===== src/design/sacf_pkg.sv =====
package sacf_pkg;

  localparam int PC_W    = 7;
  localparam int VAL_W   = 14;
  localparam int DIG_N   = 4;
  localparam int CFG_W   = 14;
  localparam int CFG_IDX_W = 2;

  typedef logic [PC_W-1:0]  pc_t;
  typedef logic [VAL_W-1:0] val_t;

  // command selector codes
  localparam logic [2:0] CMD_POS  = 3'd0;
  localparam logic [2:0] CMD_REL  = 3'd1;
  localparam logic [2:0] CMD_ENA  = 3'd2;
  localparam logic [2:0] CMD_CEN  = 3'd3;
  localparam logic [2:0] CMD_MODE = 3'd4;
  localparam logic [2:0] CMD_FID  = 3'd5;
  localparam logic [2:0] CMD_BOOT = 3'd6;

  // configuration register indexes
  localparam logic [CFG_IDX_W-1:0] CFG_PULSE_MIN = 2'd0;
  localparam logic [CFG_IDX_W-1:0] CFG_PULSE_MAX = 2'd1;
  localparam logic [CFG_IDX_W-1:0] CFG_MOTION    = 2'd2;

  localparam val_t PULSE_MIN_RST = 14'd500;
  localparam val_t PULSE_MAX_RST = 14'd2500;
  localparam val_t DEC4_MAX      = 14'd9999;
  localparam logic [7:0] ADDR_MAX = 8'd254;
  localparam logic [7:0] ADDR_BCAST = 8'd255;

  localparam logic [7:0] CH_LBRACE = 8'h7B;
  localparam logic [7:0] CH_RBRACE = 8'h7D;
  localparam logic [7:0] CH_HASH   = 8'h23;
  localparam logic [7:0] CH_BANG   = 8'h21;
  localparam logic [7:0] CH_CR     = 8'h0D;
  localparam logic [7:0] CH_LF     = 8'h0A;
  localparam logic [3:0] ASCII_DIGIT_HI = 4'h3;

  typedef enum logic [2:0] {
    OP_CHAR,
    OP_DIGIT,
    OP_LOAD,
    OP_CONV,
    OP_BRANCH,
    OP_DISP
  } op_t;

  typedef enum logic [2:0] {
    SRC_ID,
    SRC_PW,
    SRC_TM,
    SRC_MODE8,
    SRC_MODE3,
    SRC_NADDR
  } src_t;

  typedef enum logic {
    C_NOFIRST,
    C_NOGRP
  } cond_t;

  typedef enum logic [1:0] {
    FIN_NO,
    FIN_YES,
    FIN_GRP
  } fin_t;

  typedef struct packed {
    op_t        op;
    logic [7:0] chr;
    src_t       src;
    cond_t      cond;
    fin_t       fin;
    logic       jmp;
    pc_t        tgt;
  } uword_t;

  typedef struct packed {
    logic load;
    logic step;
    logic shift;
  } dig_ctl_t;

  // program labels
  localparam pc_t A_POS       = 7'd12;
  localparam pc_t A_REL       = 7'd31;
  localparam pc_t A_ENA       = 7'd34;
  localparam pc_t A_CEN       = 7'd37;
  localparam pc_t A_MOD       = 7'd40;
  localparam pc_t A_FID       = 7'd46;
  localparam pc_t A_BOOT      = 7'd55;
  localparam pc_t A_BANG_CRLF = 7'd61;
  localparam pc_t A_CRLF      = 7'd62;
  localparam pc_t A_BANG_GRP  = 7'd64;

  function automatic uword_t u_mk(op_t op, logic [7:0] c, src_t s, cond_t cd, fin_t f,
                                  logic j, pc_t t);
    uword_t w;
    w.op   = op;
    w.chr  = c;
    w.src  = s;
    w.cond = cd;
    w.fin  = f;
    w.jmp  = j;
    w.tgt  = t;
    return w;
  endfunction

  function automatic uword_t u_chr(logic [7:0] c);
    return u_mk(OP_CHAR, c, SRC_ID, C_NOFIRST, FIN_NO, 1'b0, '0);
  endfunction

  function automatic uword_t u_chrj(logic [7:0] c, pc_t t);
    return u_mk(OP_CHAR, c, SRC_ID, C_NOFIRST, FIN_NO, 1'b1, t);
  endfunction

  function automatic uword_t u_chrf(logic [7:0] c, fin_t f);
    return u_mk(OP_CHAR, c, SRC_ID, C_NOFIRST, f, 1'b0, '0);
  endfunction

  function automatic uword_t u_dig();
    return u_mk(OP_DIGIT, 8'h00, SRC_ID, C_NOFIRST, FIN_NO, 1'b0, '0);
  endfunction

  function automatic uword_t u_digj(pc_t t);
    return u_mk(OP_DIGIT, 8'h00, SRC_ID, C_NOFIRST, FIN_NO, 1'b1, t);
  endfunction

  function automatic uword_t u_load(src_t s);
    return u_mk(OP_LOAD, 8'h00, s, C_NOFIRST, FIN_NO, 1'b0, '0);
  endfunction

  function automatic uword_t u_conv();
    return u_mk(OP_CONV, 8'h00, SRC_ID, C_NOFIRST, FIN_NO, 1'b0, '0);
  endfunction

  function automatic uword_t u_br(cond_t cd, pc_t t);
    return u_mk(OP_BRANCH, 8'h00, SRC_ID, cd, FIN_NO, 1'b0, t);
  endfunction

  function automatic uword_t u_disp();
    return u_mk(OP_DISP, 8'h00, SRC_ID, C_NOFIRST, FIN_NO, 1'b0, '0);
  endfunction

  // Frame program. Common head: optional brace, '#', three address digits
  // (forced to 255 for broadcasts), 'P', then dispatch on the command.
  function automatic uword_t sacf_ucode(pc_t a);
    uword_t w;
    unique case (a)
      7'd0:  w = u_br(C_NOFIRST, 7'd2);
      7'd1:  w = u_chr(CH_LBRACE);
      7'd2:  w = u_chr(CH_HASH);
      7'd3:  w = u_load(SRC_ID);
      7'd4, 7'd5, 7'd6: w = u_conv();
      7'd7, 7'd8, 7'd9: w = u_dig();
      7'd10: w = u_chr("P");
      7'd11: w = u_disp();
      // position
      7'd12: w = u_load(SRC_PW);
      7'd13, 7'd14, 7'd15, 7'd16: w = u_conv();
      7'd17, 7'd18, 7'd19, 7'd20: w = u_dig();
      7'd21: w = u_chr("T");
      7'd22: w = u_load(SRC_TM);
      7'd23, 7'd24, 7'd25, 7'd26: w = u_conv();
      7'd27, 7'd28, 7'd29: w = u_dig();
      7'd30: w = u_digj(A_BANG_GRP);
      // torque release
      7'd31: w = u_chr("U");
      7'd32: w = u_chr("L");
      7'd33: w = u_chrj("K", A_BANG_GRP);
      // torque enable
      7'd34: w = u_chr("U");
      7'd35: w = u_chr("L");
      7'd36: w = u_chrj("R", A_BANG_GRP);
      // centre
      7'd37: w = u_chr("S");
      7'd38: w = u_chr("C");
      7'd39: w = u_chrj("K", A_BANG_CRLF);
      // mode broadcast
      7'd40: w = u_chr("M");
      7'd41: w = u_chr("O");
      7'd42: w = u_chr("D");
      7'd43: w = u_load(SRC_MODE8);
      7'd44: w = u_conv();
      7'd45: w = u_digj(A_BANG_CRLF);
      // force id
      7'd46: w = u_chr("I");
      7'd47: w = u_chr("D");
      7'd48: w = u_load(SRC_NADDR);
      7'd49, 7'd50, 7'd51: w = u_conv();
      7'd52, 7'd53: w = u_dig();
      7'd54: w = u_digj(A_BANG_CRLF);
      // boot mode, falls into the tail
      7'd55: w = u_chr("C");
      7'd56: w = u_chr("S");
      7'd57: w = u_chr("M");
      7'd58: w = u_load(SRC_MODE3);
      7'd59: w = u_conv();
      7'd60: w = u_dig();
      // tails
      7'd61: w = u_chr(CH_BANG);
      7'd62: w = u_chr(CH_CR);
      7'd63: w = u_chrf(CH_LF, FIN_YES);
      7'd64: w = u_chrf(CH_BANG, FIN_GRP);
      7'd65: w = u_br(C_NOGRP, A_CRLF);
      7'd66: w = u_chrj(CH_RBRACE, A_CRLF);
      default: w = u_chrf(CH_LF, FIN_YES);
    endcase
    return w;
  endfunction

  function automatic pc_t sacf_entry(logic [2:0] cmd);
    pc_t p;
    unique case (cmd)
      CMD_POS:  p = A_POS;
      CMD_REL:  p = A_REL;
      CMD_ENA:  p = A_ENA;
      CMD_CEN:  p = A_CEN;
      CMD_MODE: p = A_MOD;
      CMD_FID:  p = A_FID;
      default:  p = A_BOOT;
    endcase
    return p;
  endfunction

endpackage


===== src/design/sacf_digits.sv =====
module sacf_digits
  import sacf_pkg::*;
(
  input  logic     clk,
  input  dig_ctl_t ctl,
  input  val_t     load_val,
  output logic [3:0] digit
);

  val_t              conv_r;
  logic [3:0]        digits_r [DIG_N];
  logic [26:0]       prod;
  logic [10:0]       quot;
  val_t              tens;
  val_t              rem;

  // v/10 as (v*6554)>>16, exact for v below 10000
  assign prod = 27'(conv_r) * 27'd6554;
  assign quot = prod[26:16];
  assign tens = 14'({quot, 3'b000}) + 14'({quot, 1'b0});
  assign rem  = conv_r - tens;

  // digits enter at the top, least significant first; after the last
  // step the most significant digit sits on top and is read out by shifting
  always_ff @(posedge clk) begin
    if (ctl.load) begin
      conv_r <= load_val;
    end else if (ctl.step) begin
      conv_r <= VAL_W'(quot);
      digits_r[DIG_N-1] <= rem[3:0];
      for (int i = 0; i < DIG_N-1; i++) begin
        digits_r[i] <= digits_r[i+1];
      end
    end else if (ctl.shift) begin
      digits_r[0] <= 4'd0;
      for (int i = 1; i < DIG_N; i++) begin
        digits_r[i] <= digits_r[i-1];
      end
    end
  end

  assign digit = digits_r[DIG_N-1];

endmodule


===== src/design/servo_ascii_command_framer_core.sv =====
// Throughput: one microcode step per cycle; a command is accepted and then runs its
//   frame program (grouped position with both braces is the longest); bytes leave at
//   most one per cycle, output stall holds the step.
// Blocked position commands and selector 7 are accepted and produce nothing.
// Reset (synchronous, rst_n low): sequencer idle, output empty, limits 500/2500, motion on.
module servo_ascii_command_framer_core
  import sacf_pkg::*;
(
  input  logic                 clk,
  input  logic                 rst_n,
  input  logic                 cfg_we,
  input  logic [CFG_IDX_W-1:0] cfg_index,
  input  logic [CFG_W-1:0]     cfg_wdata,
  input  logic                 in_valid,
  output logic                 in_stall,
  input  logic [2:0]           in_cmd,
  input  logic [7:0]           in_servo_id,
  input  logic [15:0]          in_pulse_width,
  input  logic [15:0]          in_move_time,
  input  logic [7:0]           in_mode_value,
  input  logic [7:0]           in_new_address,
  input  logic                 in_grouped,
  input  logic                 in_group_first,
  input  logic                 in_group_last,
  output logic                 out_valid,
  input  logic                 out_stall,
  output logic [7:0]           out_frame_byte,
  output logic                 out_frame_end
);

  typedef enum logic {
    ST_IDLE,
    ST_RUN
  } state_t;

  state_t      state_r;
  pc_t         pc_r;
  pc_t         pc_nxt;
  val_t        pulse_min_r;
  val_t        pulse_max_r;
  logic        motion_r;

  logic [2:0]  cmd_r;
  logic [7:0]  id_r;
  val_t        pw_r;
  val_t        tm_r;
  logic [7:0]  mode_r;
  logic [7:0]  naddr_r;
  logic        grp_r;
  logic        first_r;
  logic        last_r;

  logic        out_valid_r;
  logic [7:0]  out_byte_r;
  logic        out_end_r;

  uword_t      uw;
  dig_ctl_t    dctl;
  logic [3:0]  digit;
  val_t        load_val;
  logic        accept;
  logic        go;
  logic        emit;
  logic        out_free;
  logic        advance;
  logic        end_now;
  logic [7:0]  emit_byte;
  logic        cond_hit;
  logic        groupable;
  logic [15:0] pw_lo;
  logic [15:0] pw_hi;
  val_t        pw_clamp;
  val_t        tm_clamp;
  logic [3:0]  mode8;
  logic [1:0]  mode3;
  logic [7:0]  naddr_clamp;

  assign in_stall  = (state_r == ST_RUN);
  assign accept    = in_valid && (state_r == ST_IDLE);
  assign go        = (in_cmd <= CMD_BOOT) && !((in_cmd == CMD_POS) && !motion_r);
  assign groupable = (in_cmd <= CMD_ENA);

  // pulse: raise to min, lower to max, then cap at four digits
  assign pw_lo    = (in_pulse_width < 16'(pulse_min_r)) ? 16'(pulse_min_r) : in_pulse_width;
  assign pw_hi    = (pw_lo > 16'(pulse_max_r)) ? 16'(pulse_max_r) : pw_lo;
  assign pw_clamp = (pw_hi > 16'(DEC4_MAX)) ? DEC4_MAX : pw_hi[VAL_W-1:0];
  assign tm_clamp = (in_move_time > 16'(DEC4_MAX)) ? DEC4_MAX : in_move_time[VAL_W-1:0];

  assign mode8 = (mode_r == 8'd0) ? 4'd1 : (mode_r > 8'd8) ? 4'd8 : mode_r[3:0];
  assign mode3 = (mode_r == 8'd0) ? 2'd1 : (mode_r > 8'd3) ? 2'd3 : mode_r[1:0];
  assign naddr_clamp = (naddr_r > ADDR_MAX) ? ADDR_MAX : naddr_r;

  assign uw = sacf_ucode(pc_r);

  always_comb begin
    unique case (uw.src)
      SRC_ID:    load_val = ((cmd_r == CMD_MODE) || (cmd_r == CMD_FID)) ?
                            VAL_W'(ADDR_BCAST) : VAL_W'(id_r);
      SRC_PW:    load_val = pw_r;
      SRC_TM:    load_val = tm_r;
      SRC_MODE8: load_val = VAL_W'(mode8);
      SRC_MODE3: load_val = VAL_W'(mode3);
      SRC_NADDR: load_val = VAL_W'(naddr_clamp);
      default:   load_val = '0;
    endcase
  end

  assign emit      = (state_r == ST_RUN) && ((uw.op == OP_CHAR) || (uw.op == OP_DIGIT));
  assign out_free  = !out_valid_r || !out_stall;
  assign advance   = (state_r == ST_RUN) && (!emit || out_free);
  assign emit_byte = (uw.op == OP_CHAR) ? uw.chr : {ASCII_DIGIT_HI, digit};
  assign end_now   = (uw.fin == FIN_YES) || ((uw.fin == FIN_GRP) && grp_r && !last_r);
  assign cond_hit  = (uw.cond == C_NOFIRST) ? !first_r : !grp_r;

  assign dctl.load  = advance && (uw.op == OP_LOAD);
  assign dctl.step  = advance && (uw.op == OP_CONV);
  assign dctl.shift = advance && (uw.op == OP_DIGIT);

  always_comb begin
    unique case (uw.op)
      OP_BRANCH: pc_nxt = cond_hit ? uw.tgt : pc_r + 1'b1;
      OP_DISP:   pc_nxt = sacf_entry(cmd_r);
      default:   pc_nxt = uw.jmp ? uw.tgt : pc_r + 1'b1;
    endcase
  end

  sacf_digits u_digits (
    .clk      (clk),
    .ctl      (dctl),
    .load_val (load_val),
    .digit    (digit)
  );

  always_ff @(posedge clk) begin
    if (!rst_n) begin
      pulse_min_r <= PULSE_MIN_RST;
      pulse_max_r <= PULSE_MAX_RST;
      motion_r    <= 1'b1;
    end else if (cfg_we) begin
      unique case (cfg_index)
        CFG_PULSE_MIN: pulse_min_r <= cfg_wdata;
        CFG_PULSE_MAX: pulse_max_r <= cfg_wdata;
        CFG_MOTION:    motion_r    <= cfg_wdata[0];
        default: ;
      endcase
    end
  end

  always_ff @(posedge clk) begin
    if (!rst_n) begin
      state_r     <= ST_IDLE;
      pc_r        <= '0;
      out_valid_r <= 1'b0;
    end else begin
      if (emit && out_free) begin
        out_valid_r <= 1'b1;
        out_byte_r  <= emit_byte;
        out_end_r   <= end_now;
      end else if (!out_stall) begin
        out_valid_r <= 1'b0;
      end

      unique case (state_r)
        ST_IDLE: begin
          if (accept) begin
            cmd_r   <= in_cmd;
            id_r    <= in_servo_id;
            pw_r    <= pw_clamp;
            tm_r    <= tm_clamp;
            mode_r  <= in_mode_value;
            naddr_r <= in_new_address;
            grp_r   <= groupable && in_grouped;
            first_r <= groupable && in_grouped && in_group_first;
            last_r  <= in_group_last;
            pc_r    <= '0;
            if (go) begin
              state_r <= ST_RUN;
            end
          end
        end
        ST_RUN: begin
          if (advance) begin
            pc_r <= pc_nxt;
            if (emit && end_now) begin
              state_r <= ST_IDLE;
            end
          end
        end
        default: state_r <= ST_IDLE;
      endcase
    end
  end

  assign out_valid      = out_valid_r;
  assign out_frame_byte = out_byte_r;
  assign out_frame_end  = out_end_r;

endmodule


===== config.mk =====
export PLATFORM = sky130hd
export DESIGN_NAME = servo_ascii_command_framer_core
export DESIGN_NICKNAME = d
export VERILOG_FILES = /design/src/design/sacf_pkg.sv /design/src/design/sacf_digits.sv /design/src/design/servo_ascii_command_framer_core.sv
export SDC_FILE = /design/constraint.sdc
export NUM_CORES = 1
export LEC_CHECK = 0
export ABC_AREA = 1
export BUFFER_PORTS_ARGS = -buffer_cell sky130_fd_sc_hd__buf_2
export CELL_PAD_IN_SITES_DETAIL_PLACEMENT = 1
export CELL_PAD_IN_SITES_GLOBAL_PLACEMENT = 2
export CORE_MARGIN = 2
export CORE_UTILIZATION = 37
export CTS_CLUSTER_SIZE = 10
export DETAILED_ROUTE_END_ITERATION = 10
export PLACE_DENSITY = 0.83
export SYNTH_ARGS = -nofsm -noshare
export SYNTH_HDL_FRONTEND = slang
export SYNTH_SLANG_ARGS = --single-unit
export TNS_END_PERCENT = 100

===== constraint.sdc =====
create_clock -name clk -period 6 [get_ports clk]
set_input_delay 0.3 -clock clk [delete_from_list [all_inputs] [get_ports clk]]
set_output_delay 0.3 -clock clk [all_outputs]
set_load 0.1 [all_outputs]

==> run_results.csv <==
group,metric,value,unit
power,pwr-share-seq,32.6,%
sta,worst_pin_slew,977,ps
worst_setup_path,worst_path_most_repeated_cell,"nand2_1",
finish,fillCellCount,3792,
drt,vias,9745,
power,clockPowerShare,26.8,%
worst_setup_path,critPathMaxStageDelay,560,ps
finish,area_growth,12.4,%
placement,place.gp.congestion,0.864,
sta,rsz0062_at_grt,"no",
drt,drc_errors,0,
global_routing,antenna_found_initial,3,
power,intPower,0.00245,W
logic_synthesis,synth_most_common_cell,"nand2_1",
floorplan,die_y,181,um
logic_synthesis,synth_edf_count,96,
power,power_density,310,nW/um2
floorplan,io_pins,94,
worst_setup_path,path_max_fanout,6,
worst_setup_path,critPathLaunchType,"register",
logic_synthesis,yosys.area.top_type_share,24.8,%
sta,fin_tns_setup,0,ps
logic_synthesis,synth_cells,1402,
worst_setup_path,arrival,5800,ps
drt,wl_per_cell,17.5,um
logic_synthesis,synth-seq-cells,155,
sta,setup_viol_count_final,0,
global_routing,grt_pass1_wl,53700,um
run_status,status,"finished, final reports clean",
global_routing,grt_overflow_total,0,
clock_tree,clock_sinks,155,
drt,detail_route.vias_per_cell,5.13,
power,swShare,39.5,%
worst_setup_path,crit_end,"u_digits.digits_r[3][3]$_DFFE_PP_",
logic_synthesis,yosys_warnings,0,
worst_setup_path,r2r-end,"u_digits.digits_r[3][3]$_DFFE_PP_",
logic_synthesis,ys_async_sr_fraction,0,%
logic_synthesis,synth_top_area_cell,"edfxtp_1",
power,peakVddDrop,0.154,mV
sta,clock.fmax,178,MHz
sta,clock_skew,10.8,ps
global_routing,grt_pass1_vias,10100,
floorplan,coreArea,30700,um2
finish,nNetsFinal,1753,
global_routing,track_usage,20.8,%
drt,ant_nets,0,
worst_setup_path,reg2reg_from,"u_digits.conv_r[3]$_DFFE_PP_",
logic_synthesis,synth_top_cells_by_count,"nand2_1, inv_1, ha_1",
sta,post-route-period-util,93.6,%
job,maxCapViolCount,0,
logic_synthesis,syn_nets,1664,
placement,hpwl,27100,um
finish,drive_above_1_share,12.1,%
worst_setup_path,crit_path_top_delay_cell,"fa_1",
floorplan,start_util,37.7,%
drt,drt_iter0_drc,489,
logic_synthesis,yosysUniqueCellTypes,57,
logic_synthesis,netlist_top_cells_area,"edfxtp_1, ha_1, nand2_1, dfxtp_1, fa_1",
power,switching_power,0.00160,W
worst_setup_path,end_kind,"register",
clock_tree,clkSlewWorstSetupHoldPaths,70,ps
logic_synthesis,yosysSeqAreaShare,35.0,%
finish,regArea,4060,um2
power,p_comb_share,40.6,%
finish,multiInputGateArea,6580,um2
logic_synthesis,syn_avg_cell_area,8.28,um2
drt,wl,33400,um
global_routing,grt_max_degree,50,
floorplan,die-area,32800,um2
clock_tree,cts_root_buf,"clkbuf_16",
sta,maxSlewViolCount,0,
worst_setup_path,critPathKind,"reg -> reg",
clock_tree,ctsResizeCount,0,
placement,placedInstanceArea,12400,um2
clock_tree,cts-htree-levels,4,
clock_tree,clock_path_buffers,2,
min_path,hp-class,"in -> reg",
worst_setup_path,crit_path_cell_trace,"buf_4, ha_1, inv_1, fa_1, fa_1, fa_1, fa_1, inv_1, ha_1, nand2_1, nor4_1, nand2_1, nand2_1, xor2_1, ha_1, nand2_1, nand2_1, nand2_1, nand3_1, nand3_1, nand2_1",
placement,io_buffers,92,
drt,dr.pass1.iters,4,
worst_setup_path,cp_data_required_time,6190,ps
clock_tree,cts_tree,"built",
logic_synthesis,synth_ff_type,"edfxtp_1",
floorplan,rows,64,
finish,finish.instance_area,13000,um2
clock_tree,hold_buffers,0,
worst_setup_path,r2r_cells,21,
floorplan,die_x,181,um
clock_tree,insertion_delay,440,ps
clock_tree,numCtsBuffers,17,
logic_synthesis,syn_area,11600,um2
power,p_leak,6.20,nW
worst_setup_path,cp-startpoint,"u_digits.conv_r[3]$_DFFE_PP_",
worst_setup_path,rrSetupSlack,380,ps
min_path,hold_start,"in_servo_id[6]",
sta,max_slew_margin,34.4,%
sta,hold_violations,0,
sta,period_needed,5620,ps
how the worst min path moves through the flow:
stage / endpoint / depth (start not counted)
after floorplan: cmd_r[0]$_DFFE_PP_ / 0
after global placement: pulse_min_r[9]$_SDFFE_PN0P_ / 2
after CTS: id_r[6]$_DFFE_PP_ / 1
after global routing: id_r[6]$_DFFE_PP_ / 1
final: id_r[6]$_DFFE_PP_ / 1
after detailed placement: pulse_min_r[11]$_SDFFE_PN0P_ / 2
power by group through the flow:
stage                     Clock [W]  Combinational, W  Sequential, W
after floorplan                   0           0.00115        0.00135
after global placement            0           0.00158        0.00134
after detailed placement          0           0.00162        0.00134
after CTS                   0.00110           0.00165        0.00132
after global routing        0.00114           0.00187        0.00133
final                       0.00108           0.00164        0.00132
state kept, by name, summed over array words and instances (netlist names), 3 cells and up:
signal,cells
pw_r,14
u_digits.conv_r,14
out_frame_byte,7
id_r,8
pc_r,7
u_digits.digits_r,16
pulse_min_r,14
pulse_max_r,14
tm_r,14
cmd_r,3
mode_r,8
naddr_r,8
uw,21
layout by cell type (no fill, tap or decap), types with 5 or more instances in the layout:
cell type,instances
xnor2_1,5
nand3_1,101
inv_2,6
buf_2,92
o211ai_1,14
nor2_2,6
buf_4,6
nand4_1,12
and2_1,6
xor2_1,5
clkbuf_16,17
o21ai_0,76
ha_1,131
nor2_1,74
fa_1,48
inv_1,206
dfxtp_1,59
edfxtp_1,96
nor3_1,9
nor4_1,8
nand2_2,10
nand2_1,334
or2_2,12
a21oi_1,84
o21ai_1,12
layer usage:
| metal | part of all wire, % | up-vias | global-route usage (%) |
|---|---|---|---|
| li1 | - | 4839 | - |
| met5 | 0.075 | - | 0 |
| met4 | 1.4 | 4 | 5.37 |
| met3 | 3.1 | 37 | 2.98 |
| met1 | 48 | 4698 | 28.6 |
| met2 | 47 | 167 | 34.3 |
through the flow:
stage                     hold WS [ps]  utilization, %  power [W]  cells  setup WS (ps)
after global placement             470            40.5    0.00292   1866            585
after global routing              18.0            42.4    0.00433   1901           33.5
after detailed placement           470            40.5    0.00296   1866            441
after floorplan                    399               -    0.00250   1402           1050
after CTS                         15.6            42.4    0.00407   1898            362
final                             31.8            42.4    0.00404   1901            384
kinds of logic (layout without fill, tap and decap cells):
logic type / count (synthesis) / after routing / synth area share, %
simple gates: 591 / 591 / 22.6
buf+inv: 243 / 345 / 8.32
compound gates: 223 / 223 / 10.9
fa+ha+maj: 179 / 179 / 22.4
flops: 155 / 155 / 35.0
xor+xnor: 10 / 10 / 0.755
other cells: 1 / 2 / 0.0323
area by class of cell:
type	instances	share of cell area, %
multi-input combinational	1004	50.5
sequential	155	31.2
inverter	215	6.23
timing repair buffer	98	3.88
tap	396	3.80
clock buffer	21	3.53
clock inverter	11	0.921
antenna	1	0.0192
what timing repair did:
item,4_1_cts,5_1_grt
buffers inserted,0,2
endpoints found under the setup margin,0,1
endpoints found under the hold margin,0,0
worst max-delay path: cells and delay by family, from the launching register on:
| kind | cells | cell delay, ps |
|---|---|---|
| xor+xnor | 1 | 250 |
| fa+ha+maj | 7 | 3050 |
| simple gates | 10 | 1240 |
| buf+inv | 3 | 310 |
| flops | 1 | 520 |
Note: power is estimated with default switching activity, not from simulation.
